===== config.mk =====
export PLATFORM = sky130hd
export DESIGN_NAME = url_span_finder_unit
export DESIGN_NICKNAME = d
export VERILOG_FILES = /design/src/sv/usf_pkg.sv /design/src/sv/usf_classify.sv /design/src/sv/usf_scan.sv /design/src/sv/url_span_finder_unit.sv
export SDC_FILE = /design/constraint.sdc
export NUM_CORES = 1
export LEC_CHECK = 0
export BUFFER_PORTS_ARGS = -buffer_cell sky130_fd_sc_hd__buf_2
export CAP_MARGIN = 20
export CORE_UTILIZATION = 25
export DETAILED_ROUTE_END_ITERATION = 10
export PLACE_DENSITY_LB_ADDON = 0.08
export RECOVER_POWER = 25
export SETUP_SLACK_MARGIN = 0.1
export SYNTH_ARGS = -nofsm -noshare
export SYNTH_HDL_FRONTEND = slang
export SYNTH_HIERARCHICAL = 1
export SYNTH_SLANG_ARGS = --single-unit

===== constraint.sdc =====
create_clock -name clk_i -period 5.1 [get_ports clk_i]
set_clock_uncertainty 0.05 [all_clocks]
set_input_delay 0.255 -clock clk_i [delete_from_list [all_inputs] [get_ports clk_i]]
set_output_delay 0.255 -clock clk_i [all_outputs]
set_load 0.05 [all_outputs]

===== src/sv/usf_pkg.sv =====
package usf_pkg;

  // Width of the saturating position counter
  localparam int unsigned PosW = 16;
  // Width of the reported offsets
  localparam int unsigned OutW = 16;
  // Width used when narrowing a position to an offset
  localparam int unsigned ExtW = (PosW > OutW) ? PosW : OutW;

  localparam int unsigned CharW = 8;
  localparam int unsigned InDataW = 8;
  localparam int unsigned OutDataW = 2 * OutW;

  localparam logic [CharW-1:0] ChColon = 8'h3A;
  localparam logic [CharW-1:0] ChSlash = 8'h2F;

  // Progress through the "://" separator
  typedef enum logic [1:0] {
    SEP_IDLE   = 2'd0,
    SEP_COLON  = 2'd1,
    SEP_SLASH1 = 2'd2,
    SEP_SLASH2 = 2'd3
  } sep_e;

  // Classification of one text byte
  typedef struct packed {
    logic letter;
    logic url;
    logic colon;
    logic slash;
  } char_class_t;

  // Punctuation allowed inside a URL
  function automatic logic is_special(input logic [CharW-1:0] c);
    logic hit;
    unique case (c)
      "~", ";", "/", "?", ":", "@", "=", "&", "$", "-",
      "_", ".", "+", "!", "*", "'", "(", ")", ",": hit = 1'b1;
      default: hit = 1'b0;
    endcase
    return hit;
  endfunction

endpackage


===== src/sv/usf_classify.sv =====
module usf_classify (
  input  logic [usf_pkg::CharW-1:0] char_i,
  output usf_pkg::char_class_t      class_o
);
  import usf_pkg::*;

  logic is_upper, is_lower, is_digit;

  // ASCII ranges; bytes from 128 up fall in none of them
  assign is_upper = (char_i >= "A") && (char_i <= "Z");
  assign is_lower = (char_i >= "a") && (char_i <= "z");
  assign is_digit = (char_i >= "0") && (char_i <= "9");

  assign class_o.letter = is_upper | is_lower;
  assign class_o.url    = is_upper | is_lower | is_digit | is_special(char_i);
  assign class_o.colon  = (char_i == ChColon);
  assign class_o.slash  = (char_i == ChSlash);

endmodule


===== src/sv/usf_scan.sv =====
module usf_scan (
  input  logic                     clk_i,
  input  logic                     rst_ni,
  input  logic                     adv_i,
  input  usf_pkg::char_class_t     class_i,
  input  logic                     last_i,
  output logic                     res_vld_o,
  output logic [usf_pkg::OutW-1:0] res_start_o,
  output logic [usf_pkg::OutW-1:0] res_end_o
);
  import usf_pkg::*;

  localparam logic [PosW-1:0] PosMax = {PosW{1'b1}};

  logic [PosW-1:0] pos_q, pos_d, pos_inc;
  logic [PosW-1:0] run_start_q, run_start_d;
  logic            run_nz_q, run_nz_d;
  logic [PosW-1:0] cand_start_q, cand_start_d;
  logic            cand_ok_q, cand_ok_d;
  sep_e            sep_q, sep_d;
  logic            in_url_q, in_url_d;
  logic [PosW-1:0] url_start_q, url_start_d;
  logic            idle_scan;
  logic [PosW-1:0] res_start_pos, res_end_pos;

  assign pos_inc = (pos_q == PosMax) ? PosMax : pos_q + 1'b1;

  // Next state for one item, and its result if any
  always_comb begin
    run_start_d   = run_start_q;
    run_nz_d      = run_nz_q;
    cand_start_d  = cand_start_q;
    cand_ok_d     = cand_ok_q;
    sep_d         = sep_q;
    in_url_d      = in_url_q;
    url_start_d   = url_start_q;
    idle_scan     = 1'b0;
    res_vld_o     = 1'b0;
    res_start_pos = url_start_q;
    res_end_pos   = pos_inc;

    if (in_url_q) begin
      if (class_i.url) begin
        res_vld_o = last_i;
      end else begin
        res_vld_o   = 1'b1;
        res_end_pos = pos_q;
        in_url_d    = 1'b0;
        idle_scan   = 1'b1;
      end
    end else begin
      unique case (sep_q)
        SEP_COLON: begin
          if (class_i.slash) begin
            sep_d    = SEP_SLASH1;
            run_nz_d = 1'b0;
          end else begin
            sep_d     = SEP_IDLE;
            idle_scan = 1'b1;
          end
        end
        SEP_SLASH1: begin
          if (class_i.slash) begin
            sep_d    = SEP_SLASH2;
            run_nz_d = 1'b0;
          end else begin
            sep_d     = SEP_IDLE;
            idle_scan = 1'b1;
          end
        end
        SEP_SLASH2: begin
          sep_d = SEP_IDLE;
          if (cand_ok_q && class_i.url) begin
            in_url_d      = 1'b1;
            url_start_d   = cand_start_q;
            run_nz_d      = 1'b0;
            res_vld_o     = last_i;
            res_start_pos = cand_start_q;
          end else begin
            idle_scan = 1'b1;
          end
        end
        default: idle_scan = 1'b1;
      endcase
    end

    // Letter run tracking and separator start
    if (idle_scan) begin
      if (class_i.letter) begin
        if (!run_nz_q) begin
          run_start_d = pos_q;
          run_nz_d    = 1'b1;
        end
      end else begin
        if (class_i.colon) begin
          cand_start_d = run_start_q;
          cand_ok_d    = run_nz_q;
          sep_d        = SEP_COLON;
        end
        run_nz_d = 1'b0;
      end
    end

    pos_d = pos_inc;

    // End of text returns everything to reset values
    if (last_i) begin
      pos_d        = '0;
      run_start_d  = '0;
      run_nz_d     = 1'b0;
      cand_start_d = '0;
      cand_ok_d    = 1'b0;
      sep_d        = SEP_IDLE;
      in_url_d     = 1'b0;
      url_start_d  = '0;
    end
  end

  assign res_start_o = OutW'(ExtW'(res_start_pos));
  assign res_end_o   = OutW'(ExtW'(res_end_pos));

  // Scan state, advanced once per accepted item
  always_ff @(posedge clk_i or negedge rst_ni) begin
    if (!rst_ni) begin
      pos_q        <= '0;
      run_start_q  <= '0;
      run_nz_q     <= 1'b0;
      cand_start_q <= '0;
      cand_ok_q    <= 1'b0;
      sep_q        <= SEP_IDLE;
      in_url_q     <= 1'b0;
      url_start_q  <= '0;
    end else if (adv_i) begin
      pos_q        <= pos_d;
      run_start_q  <= run_start_d;
      run_nz_q     <= run_nz_d;
      cand_start_q <= cand_start_d;
      cand_ok_q    <= cand_ok_d;
      sep_q        <= sep_d;
      in_url_q     <= in_url_d;
      url_start_q  <= url_start_d;
    end
  end

  // A separator match and an open URL never coexist
  a_sep_excl: assert property (@(posedge clk_i) disable iff (!rst_ni)
    in_url_q |-> (sep_q == SEP_IDLE))
    else $error("separator match active inside URL");

  // No letter run is open while a URL is being read
  a_run_closed: assert property (@(posedge clk_i) disable iff (!rst_ni)
    in_url_q |-> !run_nz_q)
    else $error("letter run open inside URL");

  // Last byte of a text clears the position counter
  a_last_clear: assert property (@(posedge clk_i) disable iff (!rst_ni)
    (adv_i && last_i) |=> (pos_q == '0) && !in_url_q && (sep_q == SEP_IDLE))
    else $error("state not cleared after last byte");

  // A URL start never lies after its end
  a_order: assert property (@(posedge clk_i) disable iff (!rst_ni)
    (adv_i && res_vld_o) |-> (res_start_pos <= res_end_pos))
    else $error("URL start after URL end");

endmodule


===== src/sv/url_span_finder_unit.sv =====
// Channel  | Direction | tdata                                   | Other
// s_axis   | in        | [7:0] text_char                         | tlast = last_char
// m_axis   | out       | [15:0] url_start, [31:16] url_end       | -
//
// One byte is taken per cycle while no result is held at the output; it sits
// in the input register while its scan step runs, and a URL it closes is
// loaded into the output register when that scan step advances.
// Reset clears all scan state and the valid flags of both register stages.
// A held result stalls the scan step, so the input takes at most one more byte;
// while the output drains, the input register still takes a new byte.
module url_span_finder_unit (
  input  logic                         clk_i,
  input  logic                         rst_ni,
  input  logic                         s_axis_tvalid,
  output logic                         s_axis_tready,
  input  logic [usf_pkg::InDataW-1:0]  s_axis_tdata,  // [7:0] text_char
  input  logic                         s_axis_tlast,  // last_char
  output logic                         m_axis_tvalid,
  input  logic                         m_axis_tready,
  output logic [usf_pkg::OutDataW-1:0] m_axis_tdata   // [15:0] url_start, [31:16] url_end
);
  import usf_pkg::*;

  logic             in_vld_q, in_vld_d;
  logic [CharW-1:0] in_char_q;
  logic             in_last_q;
  logic             adv;
  char_class_t      char_class;
  logic             res_vld;
  logic [OutW-1:0]  res_start, res_end;
  logic             out_vld_q, out_vld_d;
  logic [OutW-1:0]  out_start_q, out_end_q;

  // Scan step runs when the output stage can take its result
  assign adv           = in_vld_q && (!out_vld_q || m_axis_tready);
  assign s_axis_tready = !in_vld_q || adv;
  assign in_vld_d      = s_axis_tvalid || (in_vld_q && !adv);

  // Input register
  always_ff @(posedge clk_i or negedge rst_ni) begin
    if (!rst_ni) begin
      in_vld_q <= 1'b0;
    end else begin
      in_vld_q <= in_vld_d;
    end
  end

  always_ff @(posedge clk_i) begin
    if (s_axis_tvalid && s_axis_tready) begin
      in_char_q <= s_axis_tdata[CharW-1:0];
      in_last_q <= s_axis_tlast;
    end
  end

  usf_classify u_classify (
    .char_i  (in_char_q),
    .class_o (char_class)
  );

  usf_scan u_scan (
    .clk_i       (clk_i),
    .rst_ni      (rst_ni),
    .adv_i       (adv),
    .class_i     (char_class),
    .last_i      (in_last_q),
    .res_vld_o   (res_vld),
    .res_start_o (res_start),
    .res_end_o   (res_end)
  );

  // Output register
  always_comb begin
    if (adv) begin
      out_vld_d = res_vld;
    end else if (m_axis_tready) begin
      out_vld_d = 1'b0;
    end else begin
      out_vld_d = out_vld_q;
    end
  end

  always_ff @(posedge clk_i or negedge rst_ni) begin
    if (!rst_ni) begin
      out_vld_q <= 1'b0;
    end else begin
      out_vld_q <= out_vld_d;
    end
  end

  always_ff @(posedge clk_i) begin
    if (adv && res_vld) begin
      out_start_q <= res_start;
      out_end_q   <= res_end;
    end
  end

  assign m_axis_tvalid = out_vld_q;
  assign m_axis_tdata  = {out_end_q, out_start_q};

endmodule

==> metrics.yaml, run 1 <==
run_status:
  run_status: "finished, final reports clean"
clock_tree:
  cts_root_buffer: "clkbuf_16"
  numCtsBuffers: 9
  cts_tree: "yes"
  path_clk_slew_ps: 80
  ctsLongestPathBuffers: 2
  cts_hold_buf: 0
  clock_sinks: 112
  post_cts_buffers: 0
  ctsResizeCount: 0
  clk_latency_ps: 350
  h-tree-depth: 3
synthesis:
  synthCells: 420
  syn_area_per_cell_um2: 12.1
  netlist_area_um2: 5100
  synth-seq-cells: 112
  synth_edf_count: 41
  seq_area_frac_synth: 0.590
  syn-num-nets: 438
  async_reset_ff_frac: 0.634
  ys_warn_count: 6
  ys_types: 61
  ys.flop_type: "dfrtp_1"
placement:
  dp_hpwl_mm: 7.99
  place_congestion: 0.786
  dp_slack_ps: 1810
  port_buffers: 46
  dp_cells: 704
cells_and_area:
  drive_gt1_frac: 0.257
  fin_util: 0.299
  antenna_cells: 0
  fin_nets: 469
  fin_cells: 721
  area_growth_pct: 15.5
  final_cell_mix: "71 x dfrtp_1, 46 x buf_2, 41 x edfxtp_1, 31 x a22o_1, 26 x a21oi_1"
  fillCellCount: 2013
  final_common_cell: "dfrtp_1"
grt:
  grt.total_usage: 0.128
  overflow: 0
  grt_pass1_wl_mm: 20.1
  grt_pass1_vias: 3424
  grt_max_degree: 72
  antenna_found_initial: 0
timing:
  setup-violations-final: 0
  hold_viol_final: 0
  period_minus_slack_ps: 3220
  worst_slack_ps: 1880
  fmax_ghz: 0.310
  fin_tns_setup_ps: 0
  rsz0062_at_grt: "no"
  relSlewSlack: 0.351
  slew_violations: 0
  tightest_slew_ps: 965
  timing.final.crit_share: 0.632
hold_path:
  hold_path_depth: 1
  hold_class: "input pin to flip-flop"
  min-delay-start: "s_axis_tdata[6]"
  holdPathEnd: "in_char_q[6]"
floorplanning:
  initial_core_util: 0.259
  die-area_um2: 21000
  die_w_um: 145
  io_pins: 47
  core_um2: 19700
  rows: 51
  die_h_um: 145
routing:
  avgRoutedWirePerCell_um: 17.1
  num_vias: 3500
  drt-pass1-iter-count: 4
  wirelength_mm: 12.3
  first_iter_violations: 249
  route.detailed.drc: 0
  viasPerCell: 4.85
  ant_nets: 0
critical_path:
  cp_cell_sequence: "ha_1 > nand4_1 > nor4_1 > nor2_1 > a41oi_1"
  critical_path_buf_inv_count: 0
  path_max_fanout: 12
  crit_path_max_incr_delay_ps: 910
  r2r_cells: 5
  crit_path_start_kind: "flip-flop"
  reg2reg_from: "u_scan/pos_q[0]"
  critPathTopFamily: "simple AND/OR/NAND/NOR gates"
  critPathArrivalTime_ps: 3330
  required_ps: 5200
  critPathSlowestCell: "nor4_1"
  end_kind: "flip-flop"
  crit_type: "flip-flop to flip-flop"
  worstReg2RegEnd: "out_end_q[6]"
  regToRegSetupSlack_ps: 1880
power:
  vdd_drop_max_uv: 132
  powerDensity_nw_per_um2: 309
  power.leakage_nw: 2.35
  total_power_mw: 1.82
run:
  cap_violations: 0
[state kept, by name (all words and copies together) (netlist names)]
name,cells
m_axis_tvalid,1
u_scan/run_start_q,16
u_scan/cand_ok_q,1
u_scan/cand_start_q,16
u_scan/pos_q,16
out_end_q,16
out_start_q,16
in_vld_q,1
u_scan/sep_q,2
u_scan/in_url_q,1
u_scan/run_nz_q,1
in_char_q,8
u_scan/url_start_q,16
in_last_q,1
[synth_stat cells, drive strengths merged, types with 6 or more instances]
master | number | area [um^2]
nor2 | 14 | 55.1
buf | 10 | 57.6
o21ai | 10 | 50.0
inv | 11 | 41.3
clkbuf | 22 | 83.8
nand4 | 8 | 50.1
dfrtp | 71 | 1780
a21oi | 26 | 130
a31oi | 15 | 93.8
nor2b | 19 | 119
mux2 | 19 | 214
edfxtp | 41 | 1230
a31o | 17 | 149
nand2 | 17 | 63.8
and2 | 6 | 42.5
a22o | 31 | 272
nand2b | 8 | 50.1
and3 | 9 | 58.8
nor3 | 6 | 30.0
[kinds of logic (layout without fill, tap and decap cells)]
kind of cell	after synthesis	count (layout)	share of synthesized area
AOI/OAI and AO/OA	127	127	0.184
xor gates and xnor gates	1	1	0.00172
adders and majority gates	5	5	0.0123
buffers and inverters	43	79	0.0358
DFF	112	112	0.590
muxes	20	20	0.0439
and+or+nand+nor	112	112	0.133
[worst max-delay path by stage]
stage	start	end	slack (ps)	depth (start not counted)
after floorplan	in_char_q[4]	out_end_q[0]	1580	8
after global placement	in_char_q[0]	u_scan/url_start_q[9]	1670	7
after detailed placement	u_scan/pos_q[0]	out_end_q[6]	1810	5
after CTS	u_scan/pos_q[0]	out_end_q[6]	1780	5
after global routing	u_scan/pos_q[0]	out_end_q[6]	1650	5
final	u_scan/pos_q[0]	out_end_q[6]	1880	5
[per-layer routing]
layer | wire [um] | global-route usage | vias up | share of wire
met2 | 5350 | 0.190 | 71 | 0.43
met5 | 0 | 0 | - | 0
met3 | 385 | 0.0191 | 13 | 0.031
li1 | - | - | 1682 | -
met1 | 6410 | 0.186 | 1734 | 0.52
met4 | 188 | 0.0515 | 0 | 0.015
[layout make-up]
type | instances | area, um^2 | share of cell area
flip-flops and latches | 112 | 3010 | 0.511
inverters | 11 | 41.3 | 0.00701
clock inverters | 4 | 33.8 | 0.00573
repair buffers | 52 | 299 | 0.0508
well taps | 265 | 332 | 0.0563
clock buffers | 12 | 268 | 0.0455
multi-input cells | 265 | 1910 | 0.324
[power by group]
group / switching, mW / total [mW] / internal, mW / leakage (nW)
Sequential: 0.0245 / 0.973 / 0.948 / 1.31
Clock: 0.347 / 0.728 / 0.381 / 0.145
Combinational: 0.0803 / 0.119 / 0.0391 / 0.897
Total: 0.452 / 1.82 / 1.37 / 2.35
[stage by stage]
stage	instance area, um^2	hold WS [ps]
floorplan	5100	-90.6
global placement	5550	382
detailed placement	5570	383
CTS	5870	8.84
global route	5890	9.98
finish	5890	26.2
Note: power is estimated with default switching activity, not from simulation.
==> run 2, diff against run 1 <==
- clock period: 5.1 -> 3.3 ns (I/O delays scaled with it)
==> run 2 against run 1 <==
Compared with the run above: the run now ends with max-capacitance violations, max-slew violations left; sequential share of layout area is 1.2 points lower; clock power is 59% higher; non-clock buffer count is 19 higher; die area stayed put; global-route usage is 0.19 points lower; routed wire length is 0.87% lower; largest cell class unchanged.
==> metrics.yaml, run 2 (same netlist as run 1, synthesis figures left out) <==
grt:
  grt_pass1_wl_mm: 20.0  # -0.34%
  gr-max-usage-layer: "met2"
  grt_pass1_vias: 3585  # +4.7%
  antenna_found_initial: 0  # unchanged
  overflow: 0  # unchanged
  grt_max_degree: 43  # -40%
  grt.total_usage: 0.126  # -0.00194
  use_met2: 0.189  # -0.000759
  use_met3: 0.0178  # -0.00132
  met1_usage: 0.183  # -0.00337
clock_tree:
  numCtsBuffers: 9  # unchanged
  cts_hold_buf: 11  # +11
  ctsLongestPathBuffers: 2  # unchanged
  post_cts_buffers: 0  # unchanged
  path_clk_slew_ps: 80  # about the same
  cts_tree: "yes"
  ctsResizeCount: 0  # unchanged
  cts_root_buffer: "clkbuf_16"
  h-tree-depth: 3  # unchanged
  clk_latency_ps: 350  # about the same
  clock_sinks: 112  # unchanged
run_status:
  failed_checks: "max-capacitance violations, max-slew violations"
  run_status: "complete, but fails checks"
critical_path:
  path_max_fanout: 16  # +4
  worstReg2RegEnd: "u_scan/run_start_q[9]"
  crit_start: "in_char_q[4]"
  required_ps: 3490  # -1710 ps
  end_kind: "flip-flop"
  setup.worst_path.end: "u_scan/run_start_q[9]"
  regToRegSetupSlack_ps: 460  # -1420 ps
  reg2reg_from: "in_char_q[4]"
  r2r_cells: 7  # +2
  crit_type: "flip-flop to flip-flop"
  crit_path_start_kind: "flip-flop"
  critPathArrivalTime_ps: 3040  # -290 ps
hold_path:
  hold_class: "input pin to flip-flop"
  hold_path_depth: 3  # +2
cells_and_area:
  drive_gt1_frac: 0.194  # -0.0629
  seqCellArea_um2: 3010  # unchanged
  multi_input_area_um2: 1910  # -0.13%
  antenna_cells: 0  # unchanged
  fillCellCount: 2020  # +0.35%
  fin_nets: 488  # +4.1%
  final_cell_mix: "71 x dfrtp_1, 41 x edfxtp_1, 33 x clkbuf_1, 31 x a22o_1, 26 x a21oi_1"
  area_growth_pct: 18.2
  final_common_cell: "dfrtp_1"
routing:
  ant_nets: 0  # unchanged
  viasPerCell: 4.73  # -2.7%
  first_iter_violations: 227  # -8.8%
  avgRoutedWirePerCell_um: 16.5  # -3.4%
  wirelength_mm: 12.2  # -0.87%
  drt-pass1-iter-count: 4  # unchanged
  num_vias: 3497  # -0.086%
  route.detailed.drc: 0  # unchanged
timing:
  hold_viol_final: 0  # unchanged
  timing.hold.ws_ps: 60.8  # +34.7 ps
  timing.final.crit_share: 0.861  # +0.229
  fmax_ghz: 0.352  # +13%
  period_minus_slack_ps: 2840  # -381 ps
  setup-violations-final: 0  # unchanged
  rsz0062_at_grt: "no"
  relSlewSlack: -0.446  # -0.797
  fin_tns_setup_ps: 0  # unchanged
  slew_violations: 37  # +37
  tightest_slew_ps: 2170  # +1200 ps
floorplanning:
  core_um2: 19700  # unchanged
  die-area_um2: 21000  # unchanged
  initial_core_util: 0.259  # unchanged
  die_h_um: 145  # unchanged
  rows: 51  # unchanged
  die_w_um: 145  # unchanged
  io_pins: 47  # unchanged
power:
  combPwrFrac: 0.069  # +0.003
  powerDensity_nw_per_um2: 475  # +54%
  power_frac_clock: 0.407  # +0.007
  pwr-share-seq: 0.525  # -0.010
  power.leakage_nw: 2.39  # +1.7%
  vdd_drop_max_uv: 247  # +87%
  power.internal_mw: 2.16  # +58%
  sw_frac_of_total: 0.246  # -0.00263
  p_switching_mw: 0.703  # +56%
placement:
  port_buffers: 46  # unchanged
  dp_hpwl_mm: 8.05  # +0.79%
  place_congestion: 0.849  # +8.0%
run:
  cap_violations: 1  # +1
-- run 2: worst min-delay path by stage --
stage	from	endpoint	slack [ps]
2_1_floorplan	rst_ni	in_vld_q	-180
6_report	m_axis_tready	in_vld_q	60
3_3_place_gp	s_axis_tdata[3]	in_char_q[3]	290
5_1_grt	m_axis_tready	in_vld_q	70
3_5_place_dp	s_axis_tdata[7]	in_char_q[7]	290
4_1_cts	m_axis_tready	in_vld_q	50
-- run 2: cell type report --
| cell class | instances | area share |
|---|---|---|
| repair buffers | 71 | 0.0712 |
| well taps | 265 | 0.0550 |
| clock buffers | 10 | 0.0397 |
| clock inverters | 6 | 0.0118 |
| flip-flops and latches | 112 | 0.499 |
| inverters | 11 | 0.00685 |
| multi-input cells | 265 | 0.316 |
-- run 2: worst max-delay path: stages, from the launching register on --
cell and delay [ps]:
edfxtp_1 500, nor3_1 310, a221oi_2 130, nand4b_1 390, and2_1 310, nand3b_1 220, o31a_1 510, a22o_1 300
-- run 2: layer usage --
| metal | share of wire | up-vias |
|---|---|---|
| li1 | - | 1710 |
| met1 | 0.52 | 1703 |
| met2 | 0.44 | 74 |
| met3 | 0.026 | 10 |
| met4 | 0.014 | 0 |
| met5 | 0 | - |
-- run 2: per-stage QoR --
stage / setup slack [ps] / power (mW) / utilization / instances / instance area, um^2
after floorplan: 385 / 1.65 / - / 420 / 5100
after global placement: 565 / 1.72 / 0.287 / 713 / 5660
after detailed placement: 463 / 1.72 / 0.287 / 713 / 5660
after CTS: 441 / 2.91 / 0.308 / 740 / 6080
after global routing: 205 / 2.99 / 0.306 / 740 / 6030
final: 458 / 2.86 / 0.306 / 740 / 6030
-- run 2: power groups by stage --
stage | sequential, mW | clock, mW | combinational, mW
6_report | 1.50 | 1.16 | 0.196
5_1_grt | 1.51 | 1.26 | 0.224
4_1_cts | 1.50 | 1.21 | 0.201
3_5_place_dp | 1.53 | 0 | 0.190
3_3_place_gp | 1.53 | 0 | 0.188
2_1_floorplan | 1.52 | 0 | 0.130
==> run 3, diff against run 2 <==
- SYNTH_HIERARCHICAL: 1 -> not set
==> run 3 against run 2 <==
Compared with the run above: the flow now finishes without violations; die area is 8.0% higher; sequential share of layout area is 2.9 points lower; cell count is 14% higher; worst hold slack better by 180 ps; global-route usage is 1.3 points higher; synthesized cell count is 26% higher; non-clock buffer count stayed put; critical path depth stayed put; synthesized area is 8.1% higher; register-to-register slack better by 90 ps; via count is 23% higher; critical path type unchanged; largest cell class unchanged; highest routed layer unchanged.
==> metrics.yaml, run 3 <==
synthesis:
  ys_types: 57  # -6.6%
  synthTopCellsByCount: "77 x nand2_1, 71 x dfrtp_1, 43 x a21oi_1, 41 x edfxtp_1, 32 x clkbuf_1"
  async_reset_ff_frac: 0.634  # unchanged
  ys_warn_count: 0  # -6
  synth_top_family_by_area: "compound AO/OA/AOI/OAI gates"
  synthSimpleGateAreaFrac: 0.143  # +0.0103
  synth.mux.area_fraction: 0.0345  # -0.00941
  synth_xor_area_frac: 0  # -0.00172
  ys.flop_type: "dfrtp_1"
  synth-seq-cells: 112  # unchanged
  netlist_area_um2: 5510  # +8.1%
  syn-num-nets: 547  # +25%
  yosysTopAreaCellShare: 0.322  # -0.0260
  seq_area_frac_synth: 0.546  # -0.0441
  synth_compound_area_frac: 0.224  # +0.0405
  synth_most_common_cell: "nand2_1"
  ys_top_cells_by_area: "dfrtp_1 32%, edfxtp_1 22%, nand2_1 5.2%"
  syn_area_per_cell_um2: 10.4  # -14%
  synth_adder_area_share: 0.0114  # -0.000916
  yosysTopAreaCell: "dfrtp_1"
  synth_edf_count: 41  # unchanged
  synthCells: 529  # +26%
critical_path:
  crit_type: "flip-flop to flip-flop"
  path_max_fanout: 17  # +1
  cp_cell_sequence: "nor3_1 > mux2i_1 > o21ai_4 > and2_1 > o22ai_1 > nor2_4 > buf_16"
  critPathSlowestCell: "nor2_4"
  end_kind: "flip-flop"
  critical_path_buf_inv_count: 1  # +1
  regToRegSetupSlack_ps: 540  # +90 ps
  crit_path_start_kind: "flip-flop"
  crit_path_max_incr_delay_ps: 530  # +20 ps
  critPathTopFamily: "simple AND/OR/NAND/NOR gates"
  critPathArrivalTime_ps: 2770  # -270 ps
  required_ps: 3310  # -180 ps
grt:
  grt_pass1_wl_mm: 24.1  # +21%
  overflow: 0  # unchanged
  antenna_found_initial: 0  # unchanged
  grt_pass1_vias: 4253  # +19%
  grt.total_usage: 0.140  # +0.0131
  grt_max_degree: 64  # +49%
cells_and_area:
  area_growth_pct: 16.1
  final_cell_mix: "76 x nand2_1, 71 x dfrtp_1, 43 x a21oi_1, 41 x edfxtp_1, 35 x clkbuf_1"
  fin_nets: 585  # +20%
  final_common_cell: "nand2_1"
  seqCellArea_um2: 3010  # unchanged
  multi_input_area_um2: 2290  # +20%
  fillCellCount: 2204  # +9.1%
  drive_gt1_frac: 0.129  # -0.0643
  antenna_cells: 0  # unchanged
clock_tree:
  path_clk_slew_ps: 80  # about the same
  cts_root_buffer: "clkbuf_16"
  numCtsBuffers: 9  # unchanged
  clock_sinks: 112  # unchanged
  ctsLongestPathBuffers: 2  # unchanged
  h-tree-depth: 3  # unchanged
  clk_latency_ps: 360  # about the same
  ctsResizeCount: 0  # unchanged
  cts_tree: "yes"
  cts_hold_buf: 11  # unchanged
  post_cts_buffers: 0  # unchanged
floorplanning:
  die_w_um: 150  # +3.9%
  rows: 53  # +3.9%
  io_pins: 47  # unchanged
  die_h_um: 150  # +3.9%
  initial_core_util: 0.259  # +0.000274
  core_um2: 21300  # +8.0%
  die-area_um2: 22600  # +8.0%
routing:
  wirelength_mm: 14.9  # +22%
  first_iter_violations: 356  # +57%
  avgRoutedWirePerCell_um: 17.6  # +6.3%
  route.detailed.drc: 0  # unchanged
  viasPerCell: 5.08  # +7.4%
  drt-pass1-iter-count: 5  # +1
  num_vias: 4299  # +23%
  ant_nets: 0  # unchanged
timing:
  timing.final.crit_share: 0.835  # -0.0263
  relSlewSlack: 0.00386  # +0.450
  fin_tns_setup_ps: 0  # unchanged
  slew_violations: 0  # -100%
  setup-violations-final: 0  # unchanged
  tightest_slew_ps: 1490  # -675 ps
  hold_viol_final: 0  # unchanged
  fmax_ghz: 0.363  # +3.1%
  period_minus_slack_ps: 2760  # -86.7 ps
  rsz0062_at_grt: "no"
run:
  cap_violations: 0  # -1
placement:
  dp_hpwl_mm: 9.30  # +15%
  port_buffers: 46  # unchanged
  place_congestion: 0.712  # -16%
hold_path:
  hold_class: "input pin to flip-flop"
power:
  total_power_mw: 2.84  # -0.61%
  powerDensity_nw_per_um2: 444  # -6.4%
  vdd_drop_max_uv: 228  # -7.7%
  power.leakage_nw: 2.39  # -0.28%
run_status:
  run_status: "finished, final reports clean"
-- run 3: changes by cell type after synthesis, sizes merged, moves of 12 or more --
| cell | delta |
|---|---|
| a21oi | +18 |
| a31o | -15 |
| nand2 | +60 |
| a22oi | +27 |
| nor2b | -16 |
| o21ai | +27 |
| nand4 | +12 |
| a22o | -31 |
| clkbuf | +12 |
| o221ai | +12 |
-- run 3: where the power goes --
| part | internal, mW | switching (mW) |
|---|---|---|
| combinational | 0.0692 | 0.132 |
| clock | 0.594 | 0.540 |
| sequential | 1.47 | 0.0399 |
| total | 2.13 | 0.712 |
-- run 3: worst paths after layout --
path,from,cells after the start,to
worst max register to register,in_char_q[4],7,out_end_q[14]
max in group asynchronous,rst_ni,3,u_scan.run_start_q[2]
min in group asynchronous,rst_ni,2,u_scan.pos_q[2]
worst min-delay path,m_axis_tready,3,m_axis_tvalid
worst max-delay path,in_char_q[4],7,out_end_q[14]
worst min register to register,u_scan.url_start_q[9],1,u_scan.url_start_q[9]
-- run 3: final cells by class --
type | instances | share of cell area
Tap cell | 275 | 0.0538
Clock buffer | 10 | 0.0358
Multi-Input combinational cell | 365 | 0.357
Timing Repair Buffer | 71 | 0.0680
Sequential cell | 112 | 0.470
Inverter | 8 | 0.00469
Clock inverter | 6 | 0.0106
-- run 3: layer usage --
metal  global-route usage  part of all wire  up-vias
met3               0.0348             0.037       11
met2                0.216              0.45       84
li1                     -                 -     2062
met5                    0                 0        -
met4               0.0283            0.0085        0
met1                0.196              0.51     2142
-- run 3: stage by stage --
stage	instance area (um^2)	std cells	setup WS, ps	hold WS, ps	utilization
floorplan	5510	529	594	-181	-
global placement	6010	819	432	173	0.282
detailed placement	6010	819	353	174	0.282
CTS	6420	846	333	225	0.301
global route	6400	847	407	240	0.301
finish	6400	847	545	244	0.301
-- run 3: cells by family (layout without fill, tap and decap cells) --
kind of cell	count (synthesis)	after routing
and+or+nand+nor	163	163
buffers and inverters	52	95
adders and majority gates	5	5
DFF	112	112
AOI/OAI and AO/OA	180	180
muxes	17	17
-- run 3: worst register-to-register path, delay by kind of cell (launching register included) --
family          cells  cell delay, ps
compound gates      2             400
simple gates        3            1090
flops               1             480
mux                 1             190
buf+inv             1             230
